`src/sv/lpsd_pkg.sv`:
```
// ----------------------------------------------------------------------------
// lpsd_pkg
// Shared types and codes of the length-prefixed string decoder.
// ----------------------------------------------------------------------------
`timescale 1ns / 1ps

package lpsd_pkg;

  localparam int unsigned CFG_DATA_W = 32;
  localparam int unsigned CFG_IDX_W  = 1;

  // Configuration register indexes
  localparam logic [CFG_IDX_W-1:0] REG_BIG_ENDIAN   = 1'd0;
  localparam logic [CFG_IDX_W-1:0] REG_BUFFER_BYTES = 1'd1;

  typedef logic [2:0] status_t;

  localparam status_t ST_OK        = 3'd0;
  localparam status_t ST_SHORT_LEN = 3'd1;
  localparam status_t ST_LEN_OVF   = 3'd2;
  localparam status_t ST_TXT_OVR   = 3'd3;
  localparam status_t ST_TXT_UNT   = 3'd4;
  localparam status_t ST_U16_OVR   = 3'd5;
  localparam status_t ST_U16_UNT   = 3'd6;

  // Results caused by one input item: up to three bytes, or one end-of-string marker
  typedef struct packed {
    logic [2:0][7:0] bytes;
    logic [1:0]      count;
    logic            done;
    status_t         status;
  } bundle_t;

endpackage

```
`src/sv/lpsd_if.sv`:
```
// ----------------------------------------------------------------------------
// lpsd_in_if / lpsd_out_if
// Valid/ready channels for input bytes and decoded result items.
// ----------------------------------------------------------------------------
`timescale 1ns / 1ps

interface lpsd_in_if;
  logic       valid;
  logic       ready;
  logic [7:0] data_byte;

  modport source (output valid, output data_byte, input ready);
  modport sink   (input valid, input data_byte, output ready);
endinterface

interface lpsd_out_if;
  logic             valid;
  logic             ready;
  logic [7:0]       text_byte;
  logic             text_valid;
  logic             run_last;
  logic             string_done;
  lpsd_pkg::status_t status;

  modport source (output valid, output text_byte, output text_valid, output run_last,
                  output string_done, output status, input ready);
  modport sink   (input valid, input text_byte, input text_valid, input run_last,
                  input string_done, input status, output ready);
endinterface

```
`src/sv/lpsd_parser.sv`:
```
// ----------------------------------------------------------------------------
// lpsd_parser
// Parse state, configuration registers and per-byte decode into a result bundle.
// ----------------------------------------------------------------------------
`timescale 1ns / 1ps

module lpsd_parser (
  input  logic                                clk,
  input  logic                                rst_n,
  input  logic                                accept,
  input  logic [7:0]                          data_byte,
  input  logic                                cfg_we,
  input  logic [lpsd_pkg::CFG_IDX_W-1:0]      cfg_index,
  input  logic [lpsd_pkg::CFG_DATA_W-1:0]     cfg_wdata,
  output lpsd_pkg::bundle_t                   bundle
);

  localparam logic [2:0] PH_LEN0 = 3'd0;
  localparam logic [2:0] PH_LEN1 = 3'd1;
  localparam logic [2:0] PH_LEN2 = 3'd2;
  localparam logic [2:0] PH_LEN3 = 3'd3;
  localparam logic [2:0] PH_TEXT = 3'd4;
  localparam logic [2:0] PH_U16A = 3'd5;
  localparam logic [2:0] PH_U16B = 3'd6;

  localparam logic [31:0] LEN_MIN_NEG = 32'h8000_0000;

  logic        big_endian_r, big_endian_nxt;
  logic [2:0]  phase_r, phase_nxt;
  logic [31:0] length_r, length_nxt;
  logic [31:0] bytes_left_r, bytes_left_nxt;
  logic [31:0] units_left_r, units_left_nxt;
  logic [7:0]  held_r, held_nxt;

  logic [31:0] bytes_dec;
  logic [31:0] units_dec;
  logic [31:0] len_new;
  logic [31:0] neg_units;
  logic [15:0] cp;
  logic        restart;

  always_comb begin
    bytes_dec = bytes_left_r - ((bytes_left_r != '0) ? 32'd1 : 32'd0);
    units_dec = units_left_r - ((units_left_r != '0) ? 32'd1 : 32'd0);
    if (big_endian_r) begin
      len_new = {length_r[23:0], data_byte};
    end else begin
      len_new = length_r | ({24'd0, data_byte} << {phase_r[1:0], 3'b000});
    end
    neg_units = 32'd0 - len_new;
    cp = big_endian_r ? {held_r, data_byte} : {data_byte, held_r};
  end

  always_comb begin
    big_endian_nxt = big_endian_r;
    phase_nxt      = phase_r;
    length_nxt     = length_r;
    bytes_left_nxt = bytes_left_r;
    units_left_nxt = units_left_r;
    held_nxt       = held_r;
    restart        = 1'b0;
    bundle         = '0;
    bundle.status  = lpsd_pkg::ST_OK;

    if (cfg_we) begin
      if (cfg_index == lpsd_pkg::REG_BIG_ENDIAN) begin
        big_endian_nxt = cfg_wdata[0];
      end else if (cfg_index == lpsd_pkg::REG_BUFFER_BYTES) begin
        bytes_left_nxt = cfg_wdata;
        restart        = 1'b1;
      end
    end else if (accept) begin
      bytes_left_nxt = bytes_dec;
      unique case (phase_r) inside
        PH_LEN0, PH_LEN1, PH_LEN2, PH_LEN3: begin
          if (phase_r == PH_LEN0 && bytes_left_r < 32'd4) begin
            bundle.count  = 2'd1;
            bundle.done   = 1'b1;
            bundle.status = lpsd_pkg::ST_SHORT_LEN;
            restart       = 1'b1;
          end else begin
            length_nxt = len_new;
            if (phase_r != PH_LEN3) begin
              phase_nxt = phase_r + 3'd1;
            end else if (len_new == '0) begin
              bundle.count = 2'd1;
              bundle.done  = 1'b1;
              restart      = 1'b1;
            end else if (len_new == LEN_MIN_NEG) begin
              bundle.count  = 2'd1;
              bundle.done   = 1'b1;
              bundle.status = lpsd_pkg::ST_LEN_OVF;
              restart       = 1'b1;
            end else if (!len_new[31]) begin
              if (len_new > bytes_dec) begin
                bundle.count  = 2'd1;
                bundle.done   = 1'b1;
                bundle.status = lpsd_pkg::ST_TXT_OVR;
                restart       = 1'b1;
              end else begin
                units_left_nxt = len_new;
                phase_nxt      = PH_TEXT;
              end
            end else begin
              if (neg_units > {1'b0, bytes_dec[31:1]}) begin
                bundle.count  = 2'd1;
                bundle.done   = 1'b1;
                bundle.status = lpsd_pkg::ST_U16_OVR;
                restart       = 1'b1;
              end else begin
                units_left_nxt = neg_units;
                phase_nxt      = PH_U16A;
              end
            end
          end
        end
        PH_TEXT: begin
          units_left_nxt = units_dec;
          bundle.count   = 2'd1;
          if (units_dec == '0) begin
            bundle.done   = 1'b1;
            bundle.status = (data_byte == 8'd0) ? lpsd_pkg::ST_OK : lpsd_pkg::ST_TXT_UNT;
            restart       = 1'b1;
          end else begin
            bundle.bytes[0] = data_byte;
          end
        end
        PH_U16A: begin
          held_nxt  = data_byte;
          phase_nxt = PH_U16B;
        end
        PH_U16B: begin
          if (units_left_r <= 32'd1) begin
            bundle.count  = 2'd1;
            bundle.done   = 1'b1;
            bundle.status = (cp == 16'd0) ? lpsd_pkg::ST_OK : lpsd_pkg::ST_U16_UNT;
            restart       = 1'b1;
          end else begin
            // UTF-8 encode, one to three bytes
            if (cp < 16'h0080) begin
              bundle.count    = 2'd1;
              bundle.bytes[0] = cp[7:0];
            end else if (cp < 16'h0800) begin
              bundle.count    = 2'd2;
              bundle.bytes[0] = 8'hC0 | {3'd0, cp[10:6]};
              bundle.bytes[1] = 8'h80 | {2'd0, cp[5:0]};
            end else begin
              bundle.count    = 2'd3;
              bundle.bytes[0] = 8'hE0 | {4'd0, cp[15:12]};
              bundle.bytes[1] = 8'h80 | {2'd0, cp[11:6]};
              bundle.bytes[2] = 8'h80 | {2'd0, cp[5:0]};
            end
            units_left_nxt = units_left_r - 32'd1;
            held_nxt       = 8'd0;
            phase_nxt      = PH_U16A;
          end
        end
        default: begin
          restart = 1'b1;
        end
      endcase
    end

    if (restart) begin
      phase_nxt      = PH_LEN0;
      length_nxt     = '0;
      units_left_nxt = '0;
      held_nxt       = '0;
    end
  end

  always_ff @(posedge clk) begin
    if (!rst_n) begin
      big_endian_r <= 1'b0;
      phase_r      <= PH_LEN0;
      length_r     <= '0;
      bytes_left_r <= '0;
      units_left_r <= '0;
      held_r       <= '0;
    end else begin
      big_endian_r <= big_endian_nxt;
      phase_r      <= phase_nxt;
      length_r     <= length_nxt;
      bytes_left_r <= bytes_left_nxt;
      units_left_r <= units_left_nxt;
      held_r       <= held_nxt;
    end
  end

endmodule

```
`src/sv/length_prefixed_string_decoder_core.sv`:
```
// ----------------------------------------------------------------------------
// length_prefixed_string_decoder_core
// The first result of an item is offered in the cycle after the item is accepted.
// Throughput: one item per cycle while each gives at most one result and the
// receiver is ready; an item with more results (two or three UTF-8 bytes) holds
// the input as the single result register drains them, one per ready cycle.
// Reset (rst_n low, synchronous): empty result register, little-endian order,
// buffer size zero, parser waiting for the first length byte.
// ----------------------------------------------------------------------------
`timescale 1ns / 1ps

module length_prefixed_string_decoder_core (
  input  logic                            clk,
  input  logic                            rst_n,
  lpsd_in_if.sink                         in_ch,
  lpsd_out_if.source                      out_ch,
  input  logic                            cfg_we,
  input  logic [lpsd_pkg::CFG_IDX_W-1:0]  cfg_index,
  input  logic [lpsd_pkg::CFG_DATA_W-1:0] cfg_wdata
);

  // Result register: the whole bundle of one item, drained one byte per cycle while the receiver is ready
  lpsd_pkg::bundle_t bundle_new;
  lpsd_pkg::bundle_t bundle_r, bundle_nxt;
  logic [1:0]        idx_r, idx_nxt;

  logic in_acc;
  logic out_pop;
  logic at_last;

  assign at_last = (idx_r == (bundle_r.count - 2'd1));
  assign out_pop = out_ch.valid && out_ch.ready;

  // Take a new item when the register is empty or its last result leaves now
  assign in_ch.ready = (bundle_r.count == 2'd0) || (out_pop && at_last);
  assign in_acc      = in_ch.valid && in_ch.ready;

  lpsd_parser u_parser (
    .clk       (clk),
    .rst_n     (rst_n),
    .accept    (in_acc),
    .data_byte (in_ch.data_byte),
    .cfg_we    (cfg_we),
    .cfg_index (cfg_index),
    .cfg_wdata (cfg_wdata),
    .bundle    (bundle_new)
  );

  always_comb begin
    bundle_nxt = bundle_r;
    idx_nxt    = idx_r;
    if (in_acc) begin
      // load the new bundle; an item with no result leaves it empty
      bundle_nxt = bundle_new;
      idx_nxt    = 2'd0;
    end else if (out_pop && at_last) begin
      // drop the drained bundle
      bundle_nxt.count = 2'd0;
      idx_nxt          = 2'd0;
    end else if (out_pop) begin
      // advance to the next UTF-8 byte
      idx_nxt = idx_r + 2'd1;
    end
  end

  always_ff @(posedge clk) begin
    if (!rst_n) begin
      bundle_r <= '0;
      idx_r    <= 2'd0;
    end else begin
      bundle_r <= bundle_nxt;
      idx_r    <= idx_nxt;
    end
  end

  // End-of-string markers carry no character byte
  assign out_ch.valid       = (bundle_r.count != 2'd0);
  assign out_ch.text_byte   = bundle_r.done ? 8'd0 : bundle_r.bytes[idx_r];
  assign out_ch.text_valid  = !bundle_r.done;
  assign out_ch.run_last    = at_last;
  assign out_ch.string_done = bundle_r.done;
  assign out_ch.status      = bundle_r.status;

`ifndef NO_ASSERTIONS
  a_idx_in_range: assert property (@(posedge clk) disable iff (!rst_n)
    out_ch.valid |-> (idx_r < bundle_r.count))
    else $error("result index beyond bundle count");

  a_done_single: assert property (@(posedge clk) disable iff (!rst_n)
    (out_ch.valid && bundle_r.done) |-> (bundle_r.count == 2'd1))
    else $error("end-of-string bundle holds more than one result");

  a_drain_empties: assert property (@(posedge clk) disable iff (!rst_n)
    (out_pop && at_last && !in_acc) |=> !out_ch.valid)
    else $error("result register not empty after last result left");

  a_status_on_done: assert property (@(posedge clk) disable iff (!rst_n)
    (out_ch.valid && !bundle_r.done) |-> (bundle_r.status == lpsd_pkg::ST_OK))
    else $error("error status on a character byte");
`endif

endmodule

```
`src/flat_wrapper.sv`:
```
// flat-port wrapper written by rule: the top's interface ports become plain ports
module length_prefixed_string_decoder_core_flat 
  (clk, rst_n, cfg_we, cfg_index, cfg_wdata, in_ch_valid, in_ch_data_byte, in_ch_ready, out_ch_valid, out_ch_text_byte, out_ch_text_valid, out_ch_run_last, out_ch_string_done, out_ch_status, out_ch_ready);
  lpsd_in_if in_ch_i ();
  lpsd_out_if out_ch_i ();
  input  logic clk;
  input  logic rst_n;
  input  logic cfg_we;
  input  logic [lpsd_pkg::CFG_IDX_W-1:0] cfg_index;
  input  logic [lpsd_pkg::CFG_DATA_W-1:0] cfg_wdata;
  input wire logic [$bits(in_ch_i.valid)-1:0] in_ch_valid;
  input wire logic [$bits(in_ch_i.data_byte)-1:0] in_ch_data_byte;
  output wire logic [$bits(in_ch_i.ready)-1:0] in_ch_ready;
  output wire logic [$bits(out_ch_i.valid)-1:0] out_ch_valid;
  output wire logic [$bits(out_ch_i.text_byte)-1:0] out_ch_text_byte;
  output wire logic [$bits(out_ch_i.text_valid)-1:0] out_ch_text_valid;
  output wire logic [$bits(out_ch_i.run_last)-1:0] out_ch_run_last;
  output wire logic [$bits(out_ch_i.string_done)-1:0] out_ch_string_done;
  output wire logic [$bits(out_ch_i.status)-1:0] out_ch_status;
  input wire logic [$bits(out_ch_i.ready)-1:0] out_ch_ready;
  assign in_ch_i.valid = in_ch_valid;
  assign in_ch_i.data_byte = in_ch_data_byte;
  assign in_ch_ready = in_ch_i.ready;
  assign out_ch_valid = out_ch_i.valid;
  assign out_ch_text_byte = out_ch_i.text_byte;
  assign out_ch_text_valid = out_ch_i.text_valid;
  assign out_ch_run_last = out_ch_i.run_last;
  assign out_ch_string_done = out_ch_i.string_done;
  assign out_ch_status = out_ch_i.status;
  assign out_ch_i.ready = out_ch_ready;
  length_prefixed_string_decoder_core u_core (.clk(clk), .rst_n(rst_n), .in_ch(in_ch_i), .out_ch(out_ch_i), .cfg_we(cfg_we), .cfg_index(cfg_index), .cfg_wdata(cfg_wdata));
endmodule
```
`config.mk`:
```
export PLATFORM = sky130hd
export DESIGN_NAME = length_prefixed_string_decoder_core_flat
export DESIGN_NICKNAME = d
export VERILOG_FILES = /design/src/sv/lpsd_pkg.sv /design/src/sv/lpsd_if.sv /design/src/sv/lpsd_parser.sv /design/src/sv/length_prefixed_string_decoder_core.sv /design/src/flat_wrapper.sv
export SDC_FILE = /design/constraint.sdc
export NUM_CORES = 1
export LEC_CHECK = 0
export ABC_CLOCK_PERIOD_IN_PS = 5210
export BUFFER_PORTS_ARGS = -buffer_cell sky130_fd_sc_hd__buf_2
export CORE_MARGIN = 2
export CORE_UTILIZATION = 50
export CTS_BUF_LIST = sky130_fd_sc_hd__clkbuf_2 sky130_fd_sc_hd__clkbuf_4 sky130_fd_sc_hd__clkbuf_8
export DETAILED_ROUTE_END_ITERATION = 10
export PLACE_DENSITY = 0.69
export SKIP_CTS_REPAIR_TIMING = 1
export SLEW_MARGIN = 20
export SYNTH_ARGS = -nofsm -noshare
export SYNTH_HDL_FRONTEND = slang
export SYNTH_SLANG_ARGS = --single-unit
```
`constraint.sdc`:
```
create_clock -name clk -period 5.21 [get_ports clk]
set_clock_uncertainty 0.1 [all_clocks]
set_input_delay 0.521 -clock clk [delete_from_list [all_inputs] [get_ports clk]]
set_output_delay 0.521 -clock clk [all_outputs]
set_load 0.02 [all_outputs]
```
* After elaboration in Yosys (flattened, before gate mapping)
Cells that the tools add are included.
** Storage, ports and cells
- Output and inout bits :: 16
- Register bits after elaboration :: 140
- Bits of input ports :: 46
- Word-level logic and storage cells :: 152
** Operators by class
- Magnitude comparators :: 7
- Reductions and logical operators :: 29
- Equality and inequality tests :: 21
- Bitwise gates (word level) :: 5
- Muxes and demuxes :: 69
- Shift-type cells :: 1
- $add $sub $neg :: 7
** Operator list (count)
- $mux W32 :: 12
- $pmux W32 S3 :: 1
- $logic_not A32 Y1 :: 2
- $mux W16 :: 4
- $reduce_bool A32 Y1 :: 2
- $sub A32 B1 Y32 :: 2
- $mux W8 :: 5
- $mux W3 :: 12
- $eq A32 B32 Y1 const B :: 1
- $gt A32 B31 Y1 :: 1
- $gt A32 B32 Y1 :: 1
- $le A32 B1 Y1 const B :: 1
- $lt A32 B3 Y1 const B :: 1
- $or A32 B32 Y32 :: 1
- $pmux W8 S2 :: 2
- $shl A8 B5 Y32 :: 1
- $sub A1 B32 Y32 const A :: 1
- $sub A32 B1 Y32 const B :: 1
- $mux W30 :: 1
- $mux W24 :: 1
- $mux W6 :: 4
- $mux W18 :: 1
- $pmux W6 S3 :: 1
- $bmux W8 S2 :: 1
- other kinds (39) :: 79

* Longest topological paths before layout
Gate-level depths: netlist (run 1).
- Depth after elaboration :: 15
- Depth in mapped cells :: 27

* By module
A second synthesis (run 1) with hierarchy kept.
** Second synthesis, totals
- Cell total of the unflattened synthesis :: 1651
- Area, all modules :: 11982.7 sq um
** By module, submodules not included
- lpsd_parser :: area each 10347.4 sq um, instances 1, seq. area each 2162.1 sq um, cells each 1451
- length_prefixed_string_decoder_core :: area each 1635.3 sq um, instances 1, seq. area each 640.6 sq um, cells each 200

* Least setup slack after synthesis (run 1)
Ideal clock, no wire load.
- Path type :: register to register
- Start point :: register u_core.u_parser.bytes_left_r[8]
- End point :: register u_core.u_parser.length_r[6]
- Stages on the path, launching flop included :: 26
- Path slack :: -382 ps
- Path buffers :: 3
- Data arrival time :: 5406 ps
- Cell sequence :: dfxtp_1 clkbuf_1 nor4_1 nand3_1 nor3_1 nand4_1 or3_1 ha_1 nor3b_1 nand2_1 nor4_1 nand4_1 nor3_1 xnor2_1 ha_1 nand4_1 nor2_1 a221o_1 o31a_1 a31o_2 o31ai_1 a31o_1 nand3_1 buf_4 buf_4 a211oi_1
** Between the ends
- Cells in the longest elaborated chain, start to end :: 14
- Elaborated cells on any way between the ends :: 20
- Those cells by class :: 1 x add/sub; 3 x order compare; 11 x mux; 1 x bitwise; 4 x reduce/logical
** Ends and longest elaborated chain
- from (decl) :: line lpsd_parser.sv:31 : logic [31:0] bytes_left_r, bytes_left_nxt;
- from (signal assigned) :: line lpsd_parser.sv:184 : bytes_left_r <= bytes_left_nxt;
- $reduce_bool A32 Y1 :: line lpsd_parser.sv:43 : bytes_dec = bytes_left_r - ((bytes_left_r != '0) ? 32'd1 : 32'd0);
- $mux W1 :: line lpsd_parser.sv:43
- $sub A32 B1 Y32 :: line lpsd_parser.sv:43
- $gt A32 B32 Y1 / $gt A32 B31 Y1 (equally long branches) :: line lpsd_parser.sv:95, lpsd_parser.sv:105
- $mux W1, on equally long branches :: line lpsd_parser.sv:95, lpsd_parser.sv:105
- $mux W1 :: line lpsd_parser.sv:94 : end else if (!len_new[31]) begin
- $mux W1 :: line lpsd_parser.sv:89 : end else if (len_new == LEN_MIN_NEG) begin
- $mux W1 :: line lpsd_parser.sv:85 : end else if (len_new == '0) begin
- $mux W1 :: line lpsd_parser.sv:83 : if (phase_r != PH_LEN3) begin
- $mux W1 :: line lpsd_parser.sv:76 : if (phase_r == PH_LEN0 && bytes_left_r < 32'd4) begin
- $pmux W1 S4 :: line lpsd_parser.sv:74 : unique case (phase_r) inside
- $mux W1 :: line lpsd_parser.sv:72 : end else if (accept) begin
- $mux W1 :: line lpsd_parser.sv:65 : if (cfg_we) begin
- $reduce_or A2 Y1 (no line)
- to (signal assigned) :: line lpsd_parser.sv:183 : length_r <= length_nxt;
- to (decl) :: line lpsd_parser.sv:30 : logic [31:0] length_r, length_nxt;
Several ways; a longest one is shown, not always the timed one.
A chain may end at the register's enable or synchronous reset.

* Worst setup path in the final report (run 1)
- Start point :: register u_core.u_parser.bytes_left_r[21]
- End point :: register u_core.u_parser.units_left_r[3]
** Between the ends
- Cells in the longest elaborated chain, start to end :: 14
- Elaborated cells on any way between the ends :: 22
- Those cells by class :: 1 x add/sub; 3 x order compare; 3 x eq/ne; 11 x mux; 4 x reduce/logical
** Ends and longest elaborated chain
- $reduce_bool A32 Y1 :: line lpsd_parser.sv:43
- $mux W1 :: line lpsd_parser.sv:43
- $sub A32 B1 Y32 :: line lpsd_parser.sv:43
- $gt A32 B32 Y1 / $gt A32 B31 Y1 (equally long branches) :: line lpsd_parser.sv:95, lpsd_parser.sv:105
- $mux W1, on equally long branches :: line lpsd_parser.sv:95, lpsd_parser.sv:105
- $mux W1 :: line lpsd_parser.sv:94
- $mux W1 :: line lpsd_parser.sv:89
- $mux W1 :: line lpsd_parser.sv:85
- $mux W1 :: line lpsd_parser.sv:83
- $mux W1 :: line lpsd_parser.sv:76
- $pmux W1 S4 :: line lpsd_parser.sv:74
- $mux W1 :: line lpsd_parser.sv:72
- $mux W1 :: line lpsd_parser.sv:65
- $reduce_or A2 Y1 (no line)
- to (signal assigned) :: line lpsd_parser.sv:185 : units_left_r <= units_left_nxt;
- to (decl) :: line lpsd_parser.sv:32 : logic [31:0] units_left_r, units_left_nxt;
Several ways; a longest one is shown, not always the timed one.

==> results of run 1 <==
[area by class of cell]
| cell class | instances | area, um^2 |
|---|---|---|
| Timing Repair Buffer | 281 | 2200 |
| Clock buffer | 18 | 248 |
| Clock inverter | 14 | 128 |
| Tap cell | 319 | 399 |
| Fill cell | 2016 | 8410 |
| Multi-Input combinational cell | 1332 | 9040 |
| Inverter | 37 | 139 |
| Sequential cell | 138 | 2770 |
[cells in the mapped netlist, drive strengths merged, types with 7 or more instances]
cell type,number,area (um^2)
o22ai,11,68.8
and2,16,100
mux2,10,113
mux2i,25,250
buf,35,223
o21a,8,60.1
clkbuf,80,300
nor2,184,691
nor3b,7,52.6
a311oi,11,103
nand4,32,200
nor3,76,395
a211oi,44,405
a221oi,18,164
xnor2,59,517
dfxtp,138,2760
and3,10,62.6
nand2,180,676
or4,7,56.3
a21oi,137,697
xor2,31,272
or3,16,100
nand3,51,255
a31oi,14,87.6
a22oi,11,82.6
ha,78,976
nor2b,31,194
inv,36,135
o211ai,12,90.1
nor4,33,225
nand2b,16,100
a21o,7,52.6
a21boi,12,90.1
o21ai,97,493
or2,8,50.1
[path summary, 6_finish.rpt]
check / from / endpoint / slack [ns] / cells after the start
worst max-delay path: u_core.u_parser.bytes_left_r[21] / u_core.u_parser.units_left_r[3] / -0.09 / 28
worst min-delay path: cfg_wdata[0] / u_core.u_parser.big_endian_r / 0.20 / 3
worst min register to register: u_core.bundle_r[21] / u_core.bundle_r[21] / 0.35 / 2
worst max register to register: u_core.u_parser.bytes_left_r[21] / u_core.u_parser.units_left_r[3] / -0.09 / 28
[worst reg2reg max path: cells and delay by family, from the launching register on]
kind	cells	cell delay, ns
buffers and inverters	6	0.93
adders and majority gates	3	0.66
xor gates and xnor gates	1	0.14
DFF	1	0.33
AOI/OAI and AO/OA	6	1.16
and+or+nand+nor	12	1.92
[where the power goes]
part	internal [mW]	switching, mW
clock	0.366	0.538
sequential	1.08	0.0296
combinational	0.583	0.717
total	2.03	1.28
[per-layer routing]
metal | up-vias | share of wire, % | wire (um)
met1 | 6259 | 42 | 18300
met4 | 0 | 5.8 | 2510
li1 | 6297 | - | -
met5 | - | 0 | 0
met2 | 741 | 44 | 19100
met3 | 152 | 8.5 | 3730
[flip-flops by register name, indices dropped and copies added (netlist names)]
register,cells
u_core.u_parser.big_endian_r,1
u_core.u_parser.bytes_left_r,32
u_core.u_parser.held_r,8
u_core.out_ch.status,3
u_core.u_parser.length_r,32
u_core.out_ch.string_done,1
u_core.bundle_r,24
u_core.u_parser.phase_r,3
u_core.u_parser.units_left_r,32
u_core.idx_r,2
[metrics by stage]
stage	setup TNS (ns)	hold slack [ns]	setup slack [ns]	cell area (um^2)	util, %
after global routing	-22.53	0.263	-0.393	14900	63.9
final	-0.705	0.205	-0.0858	14900	63.9
after CTS	-13.26	0.207	-0.272	13900	59.4
after floorplan	0	0.322	0.0285	11900	-
after global placement	0	0.333	0.0357	13500	57.8
after detailed placement	-9.30	0.335	-0.219	13500	57.8
[logic make-up (layout without fill, tap and decap cells)]
family | Yosys count | count (layout)
compound gates | 441 | 441
xor+xnor | 90 | 90
fa+ha+maj | 78 | 78
buf+inv | 152 | 350
flops | 138 | 138
mux | 35 | 35
simple gates | 688 | 688
==> run_results.csv, run 1 <==
group,metric,value,unit
setup_path,cp_max_fo,6,
grt,grt_usage,33.1,%
layout,diodes,0,
timing,worstMarginPinSlew,0.933,ns
placed_design,dp.cells,2068,
routing,vias_per_cell,6.29,
routing,drcViolationCount,0,
clock_tree,cts_buffers,17,
synthesis,async_flop_share,0,%
routing,drtAntennaViolNets,0,
routing,wl_per_cell,20.4,um
clock_tree,clk_path_buf_depth,2,
clock_tree,cts_sinks,138,
layout,fin_cells,2139,
synthesis,synth_top_family_by_area,"simple AND/OR/NAND/NOR gates",
timing,drv_slew,0,
grt,met3_usage,5.75,%
synthesis,synth_nets,1746,
placed_design,hpwl,31.2,mm
timing,period_share,102,%
synthesis,synth-simple-area-share,28.2,%
die,core-area,23300,um^2
setup_path,cp_top_family,"simple AND/OR/NAND/NOR gates",
grt,grt_start_max_net_pins,58,
setup_path,cp.arrival,5.60,ns
timing,fmax,189,MHz
timing,setup_viol,37,
synthesis,synthesis.area,11800,um^2
synthesis,netlist_instances,1622,
synthesis,synth-seq-cells,138,
die,die_height,158,um
grt,grt_pass1_vias,12017,
clock_tree,cts_tree,"built",
grt,overflow,0,
setup_path,worstSetupEndpointType,"flip-flop",
grt,top_usage_layer,"met2",
clock_tree,root_buffer,"clkbuf_8",
grt,grtUsageMet1,44.2,%
placed_design,port_buffers,61,
clock_tree,clkLatencyLatePin,0.49,ns
setup_path,max_stage_delay,0.41,ns
setup_path,criticalPathCategory,"flip-flop to flip-flop",
power_and_ir_drop,ir_worst_vdd,0.000168,V
layout,final_common_cell,"buf_4",
synthesis,synth_edf_count,0,
synthesis,synth_compound_area_share,24.9,%
synthesis,synth_xor_area_share,6.66,%
synthesis,synth_mux_area_share,3.07,%
grt,antenna_found_initial,0,
synthesis,synth_ff_type,"dfxtp_1",
layout,area_growth,26.1,%
routing,drt-pass1-iter-count,6,
timing,slew_headroom,37.6,%
routing,drt-initial-drc-count,1498,
power_and_ir_drop,p_total,3.32,mW
min_path,worst_hold_path_type,"input pin to flip-flop",
routing,vias,13449,
timing,fin_crit,5.30,ns
power_and_ir_drop,power_density,222,nW/um^2
layout,fin_nets,1931,
timing,setup_ws,-0.0858,ns
synthesis,synth_cell_type_count,81,
die,fp.dieArea,24900,um^2
clock_tree,htreeDepth,4,
layout,drive_above_1_share,25.4,%
power_and_ir_drop,p_leak,5.92,nW
synthesis,yosysSeqAreaShare,23.3,%
timing,hold_violations,0,
setup_path,worstPathRequired,5.52,ns
placed_design,place.gp.congestion,1.05,
synthesis,ys_warn_count,0,
die,die_w,158,um
clock_tree,clkTransAtPathRegs,0.10,ns
synthesis,synthAdderAreaFrac,8.25,%
setup_path,crit_buf_inv,6,
run_status,violations,"setup timing",
job,maxCapViolations,0,
synthesis,avgSynthCellArea,7.30,um^2
timing,rsz0062_at_grt,"yes",
run_status,status,"finished, violations left",
routing,wl,43.6,mm
setup_path,crit_slowest_cell,"or3_1",
setup_path,crit_top_cell,"buf_4",
die,io_pins,62,
setup_path,critPathLaunchType,"flip-flop",
grt,grt_pass1_wl,64.6,mm
die,rows,56,
grt,global_route.usage.met2,50.6,%
layout,final_cell_mix,"buf_4, nor2_1, nand2_1",
die,start_util,50.7,%
No activity file was read; power rests on OpenSTA's default activity.
==> run 2: changes to the inputs <==
Settings changed: ABC_CLOCK_PERIOD_IN_PS 5210 to 5100, CORE_UTILIZATION 50 to 40, PLACE_DENSITY 0.69 to 0.55.
Clock period 5.21 ns to 5.1 ns, I/O delays scaled along.
==> run_results.csv, run 2 (synthesis gave the netlist of run 1 again) <==
group,metric,value,unit
clock_tree,clk_path_buf_depth,2,
clock_tree,htreeDepth,4,
die,die_height,176,um
routing,vias_per_cell,5.88,
power_and_ir_drop,p_leak,6.23,nW
timing,timing.hold.ws,0.229,ns
min_path,hold_start,"cfg_wdata[0]",
layout,drive_above_1_share,29.0,%
min_path,hold_path_depth,3,
routing,drcViolationCount,0,
grt,grt_start_max_net_pins,56,
placed_design,hpwl,34.3,mm
layout,fin_nets,1991,
power_and_ir_drop,power_density,231,nW/um^2
setup_path,criticalPathCategory,"flip-flop to flip-flop",
run_status,status,"finished, violations left",
routing,drt-initial-drc-count,1149,
job,maxCapViolations,0,
setup_path,worstPathRequired,5.40,ns
layout,post-route-util,54.0,%
timing,slew_headroom,41.5,%
setup_path,worstSetupEndpointType,"flip-flop",
die,io_pins,62,
layout,area_growth,32.1,%
setup_path,cp_max_fo,7,
placed_design,dp.cells,2205,
routing,wl_per_cell,20.2,um
routing,wl,45.7,mm
clock_tree,cts_buffers,17,
layout,final_cell_mix,"buf_4, nand2_1, nor2_1",
min_path,hold_end,"u_core.u_parser.big_endian_r",
clock_tree,cts_sinks,138,
die,start_util,40.9,%
min_path,worst_hold_path_type,"input pin to flip-flop",
timing,setup_ws,-0.246,ns
timing,period_share,105,%
grt,overflow,0,
placed_design,place.gp.congestion,0.981,
timing,rsz0062_at_grt,"yes",
grt,grt_pass1_wl,69.0,mm
timing,worstMarginPinSlew,0.877,ns
clock_tree,root_buffer,"clkbuf_8",
run_status,violations,"setup timing",
timing,hold_violations,0,
routing,vias,13303,
die,fp.dieArea,31000,um^2
power_and_ir_drop,ir_worst_vdd,0.000172,V
setup_path,critPathLaunchType,"flip-flop",
die,core-area,28900,um^2
routing,drtAntennaViolNets,0,
timing,drv_slew,0,
timing,fmax,187,MHz
clock_tree,clkLatencyLatePin,0.49,ns
layout,final_common_cell,"buf_4",
routing,drt-pass1-iter-count,7,
grt,antenna_found_initial,0,
layout,reg_top3,"u_core.u_parser.bytes_left_r x32, u_core.u_parser.length_r x32, u_core.u_parser.units_left_r x32",
clock_tree,clkTransAtPathRegs,0.10,ns
grt,grt_usage,28.4,%
grt,grt_pass1_vias,12352,
die,die_w,176,um
timing,fin_crit,5.35,ns
placed_design,port_buffers,61,
setup_path,r2r_cells,27,
timing,setup_viol,75,
setup_path,r2r_start,"u_core.u_parser.bytes_left_r[8]",
setup_path,cp.arrival,5.64,ns
die,rows,62,
setup_path,r2r-end,"u_core.u_parser.length_r[23]",
timing,tns,-12.74,ns
layout,fin_cells,2264,
clock_tree,cts_tree,"built",
setup_path,regToRegSetupSlack,-0.25,ns
layout,diodes,0,
run 2: changes by cell type in the layout (fill, tap and decap cells not counted), moves of 3 or more:
cell | before | now
nor2_4 | 0 | 3
bufinv_16 | 0 | 3
buf_4 | 194 | 256
xor2_2 | 5 | 1
a21oi_1 | 122 | 104
nor3_1 | 60 | 53
buf_6 | 12 | 8
nor2_1 | 179 | 175
xor2_1 | 25 | 29
nor3_2 | 11 | 16
a21oi_2 | 12 | 32
run 2: metal layers:
| layer | up-vias | track usage, % | wire, um |
|---|---|---|---|
| li1 | 6423 | - | - |
| met1 | 6349 | 38.3 | 20500 |
| met2 | 458 | 46.3 | 21100 |
| met3 | 73 | 3.14 | 2440 |
| met4 | 0 | 11.7 | 1740 |
| met5 | - | 0 | 0 |
run 2: worst max-delay path, cell delays in order (launching register included):
cell and delay, ns:
dfxtp_2 0.34, nor4_4 0.32, nand3_2 0.15, nor3_2 0.17
nand4_1 0.12, or3_1 0.38, ha_2 0.22, ha_4 0.17
nand2b_4 0.06, nand2b_4 0.13, buf_6 0.10, nor3_4 0.04
nand2_2 0.07, nor3_2 0.06, xnor2_2 0.21, buf_4 0.16
ha_4 0.19, nand4_1 0.10, buf_4 0.13, a21oi_1 0.04
or4_4 0.56, a31o_4 0.27, o31ai_4 0.29, a31o_4 0.22
buf_6 0.11, nand3_4 0.15, buf_6 0.24, a21oi_1 0.14
run 2: cell type report:
cell class | count | area [um^2]
Clock buffer | 17 | 234
Clock inverter | 15 | 218
Fill cell | 2815 | 13300
Inverter | 37 | 139
Multi-Input combinational cell | 1333 | 9150
Sequential cell | 138 | 2770
Tap cell | 384 | 480
Timing Repair Buffer | 340 | 2640
run 2: worst max path at each step:
stage	cells after the start	endpoint	start	slack [ns]
6_report	27	u_core.u_parser.length_r[23]	u_core.u_parser.bytes_left_r[8]	-0.25
5_1_grt	27	u_core.u_parser.length_r[10]	u_core.u_parser.bytes_left_r[8]	-0.42
2_1_floorplan	26	u_core.u_parser.units_left_r[30]	u_core.u_parser.bytes_left_r[9]	0.01
3_5_place_dp	27	u_core.u_parser.units_left_r[22]	u_core.u_parser.bytes_left_r[23]	-0.54
4_1_cts	27	u_core.u_parser.units_left_r[22]	u_core.u_parser.bytes_left_r[23]	-0.60
3_3_place_gp	25	u_core.u_parser.units_left_r[22]	u_core.u_parser.bytes_left_r[21]	-0.35
run 2: stage by stage:
| step | cell area, um^2 | worst slack, ns | power [mW] |
|---|---|---|---|
| finish | 15600 | -0.246 | 3.61 |
| detailed placement | 14200 | -0.541 | 2.39 |
| global route | 15600 | -0.416 | 3.79 |
| global placement | 14200 | -0.354 | 2.37 |
| floorplan | 11900 | 0.0124 | 1.84 |
| CTS | 14600 | -0.604 | 3.47 |
run 2: power by group:
group          internal [mW]  leakage, nW  switching (mW)
sequential              1.11         1.12          0.0246
clock                  0.515        0.230           0.567
combinational          0.646         4.88           0.749
total                   2.27         6.23            1.34
==> run 3: changes to the inputs <==
Settings changed: BUFFER_PORTS_ARGS -buffer_cell sky130_fd_sc_hd__buf_2 to -buffer_cell sky130_fd_sc_hd__buf_4.
==> run_results.csv, run 3 (synthesis gave the netlist of run 1 again) <==
group,metric,value,unit
run_status,status,"finished, violations left",
run_status,violations,"setup timing",
setup_path,regToRegSetupSlack,-0.22,ns
clock_tree,cts_sinks,138,
timing,worstMarginPinSlew,0.910,ns
layout,area_growth,33.1,%
grt,overflow,0,
timing,setup_ws,-0.223,ns
layout,reg_top3,"u_core.u_parser.bytes_left_r x32, u_core.u_parser.length_r x32, u_core.u_parser.units_left_r x32",
routing,wl,45.6,mm
placed_design,hpwl,34.2,mm
clock_tree,clkLatencyLatePin,0.48,ns
clock_tree,cts_buffers,17,
setup_path,crit_buf_inv,4,
layout,fin_nets,1982,
setup_path,r2r_start,"u_core.u_parser.bytes_left_r[8]",
clock_tree,clkTransAtPathRegs,0.10,ns
layout,drive_above_1_share,29.2,%
timing,rsz0062_at_grt,"yes",
timing,setup_viol,75,
layout,fin_area,15700,um^2
timing,timing.hold.ws,0.212,ns
layout,diodes,0,
setup_path,critPathLaunchType,"flip-flop",
timing,hold_violations,0,
power_and_ir_drop,ir_worst_vdd,0.000141,V
layout,final_cell_mix,"buf_4, nand2_1, nor2_1",
routing,vias,13256,
routing,wl_per_cell,20.2,um
layout,fillers,2816,
timing,fin_crit,5.32,ns
die,die_w,176,um
setup_path,max_stage_delay,0.40,ns
power_and_ir_drop,power_density,223,nW/um^2
die,core-area,28900,um^2
timing,period_share,104,%
job,maxCapViolations,0,
setup_path,cp.arrival,5.62,ns
placed_design,place.gp.congestion,0.930,
clock_tree,root_buffer,"clkbuf_8",
grt,grt_pass1_vias,12447,
die,fp.dieArea,31000,um^2
setup_path,crit_slowest_cell,"or3_1",
die,rows,62,
placed_design,dpl_cell_area,14200,um^2
routing,drtAntennaViolNets,0,
setup_path,worstSetupEndpointType,"flip-flop",
routing,drt-initial-drc-count,1076,
die,start_util,40.9,%
routing,vias_per_cell,5.88,
timing,drv_slew,0,
min_path,hold_path_depth,3,
min_path,hold_end,"u_core.u_parser.big_endian_r",
grt,grt_usage,28.2,%
clock_tree,htreeDepth,4,
placed_design,port_buffers,61,
clock_tree,clk_path_buf_depth,2,
grt,antenna_found_initial,0,
clock_tree,cts_tree,"built",
power_and_ir_drop,p_leak,6.18,nW
timing,slew_headroom,39.2,%
grt,grt_pass1_wl,68.9,mm
routing,drcViolationCount,0,
grt,grt_start_max_net_pins,58,
die,die_height,176,um
timing,fmax,188,MHz
setup_path,criticalPathCategory,"flip-flop to flip-flop",
die,io_pins,62,
min_path,worst_hold_path_type,"input pin to flip-flop",
layout,final_common_cell,"buf_4",
setup_path,r2r-end,"u_core.u_parser.units_left_r[9]",
routing,drt-pass1-iter-count,6,
setup_path,cp_top_family,"simple AND/OR/NAND/NOR gates",
setup_path,r2r_cells,26,
setup_path,cp_max_fo,5,
min_path,hold_start,"cfg_wdata[0]",
setup_path,worstPathRequired,5.40,ns
[run 3: report_power, final]
group          internal [mW]  total, mW  switching [mW]
logic                  0.683       1.45           0.769
clock network          0.423      0.936           0.512
registers               1.11       1.13          0.0238
[run 3: worst max path at each step]
stage,end,start,cells past startpoint
2_1_floorplan,u_core.u_parser.units_left_r[30],u_core.u_parser.bytes_left_r[9],26
3_3_place_gp,u_core.u_parser.units_left_r[22],u_core.u_parser.bytes_left_r[23],27
3_5_place_dp,u_core.u_parser.held_r[0],u_core.u_parser.bytes_left_r[23],26
4_1_cts,u_core.u_parser.length_r[2],u_core.u_parser.bytes_left_r[23],25
5_1_grt,u_core.u_parser.units_left_r[3],u_core.u_parser.bytes_left_r[8],25
6_report,u_core.u_parser.units_left_r[9],u_core.u_parser.bytes_left_r[8],26
[run 3: final cells by class]
cell class / count / area [um^2] / area share [%]
Multi-Input combinational cell: 1332 / 9210 / 58.5
Tap cell: 384 / 480 / 3.05
Inverter: 37 / 139 / 0.882
Sequential cell: 138 / 2770 / 17.6
Clock inverter: 13 / 133 / 0.842
Timing Repair Buffer: 332 / 2760 / 17.5
Clock buffer: 19 / 262 / 1.66
[run 3: layer usage]
metal  part of all wire, %  wire length [um]  global-route usage (%)  vias up
li1                      -                 -                       -     6403
met1                    44             20200                    37.6     6267
met2                    45             20600                    45.6      488
met3                   6.0              2760                    3.81       98
met4                   4.3              1960                    12.5        0
met5                     0                 0                       0        -
[run 3: stage by stage]
step	cells	TNS, ns	utilization, %	total power, mW	setup slack (ns)
floorplan	1622	0	-	1.84	0.0124
global placement	2193	-14.13	49.2	2.38	-0.315
detailed placement	2193	-20.58	49.2	2.40	-0.340
CTS	2225	-24.38	50.5	3.33	-0.402
global route	2255	-32.40	54.4	3.70	-0.510
finish	2255	-11.40	54.4	3.52	-0.223
[run 3: worst reg2reg max path, stage by stage, from the launching register on]
cell	delay, ns
dfxtp_2	0.35
nor4_4	0.34
nand3_2	0.15
nor3_2	0.17
nand4_1	0.12
or3_1	0.40
ha_2	0.22
ha_4	0.17
nand2b_4	0.06
nand2b_4	0.16
or3_4	0.16
nor3_4	0.05
xnor2_2	0.13
buf_4	0.16
buf_6	0.11
ha_4	0.20
nand4_1	0.09
nor2_1	0.07
a221o_1	0.36
o31a_1	0.31
o21a_4	0.26
o31ai_4	0.19
a31o_1	0.24
nand3_4	0.11
clkbuf_16	0.23
clkbuf_16	0.17
a211oi_2	0.17
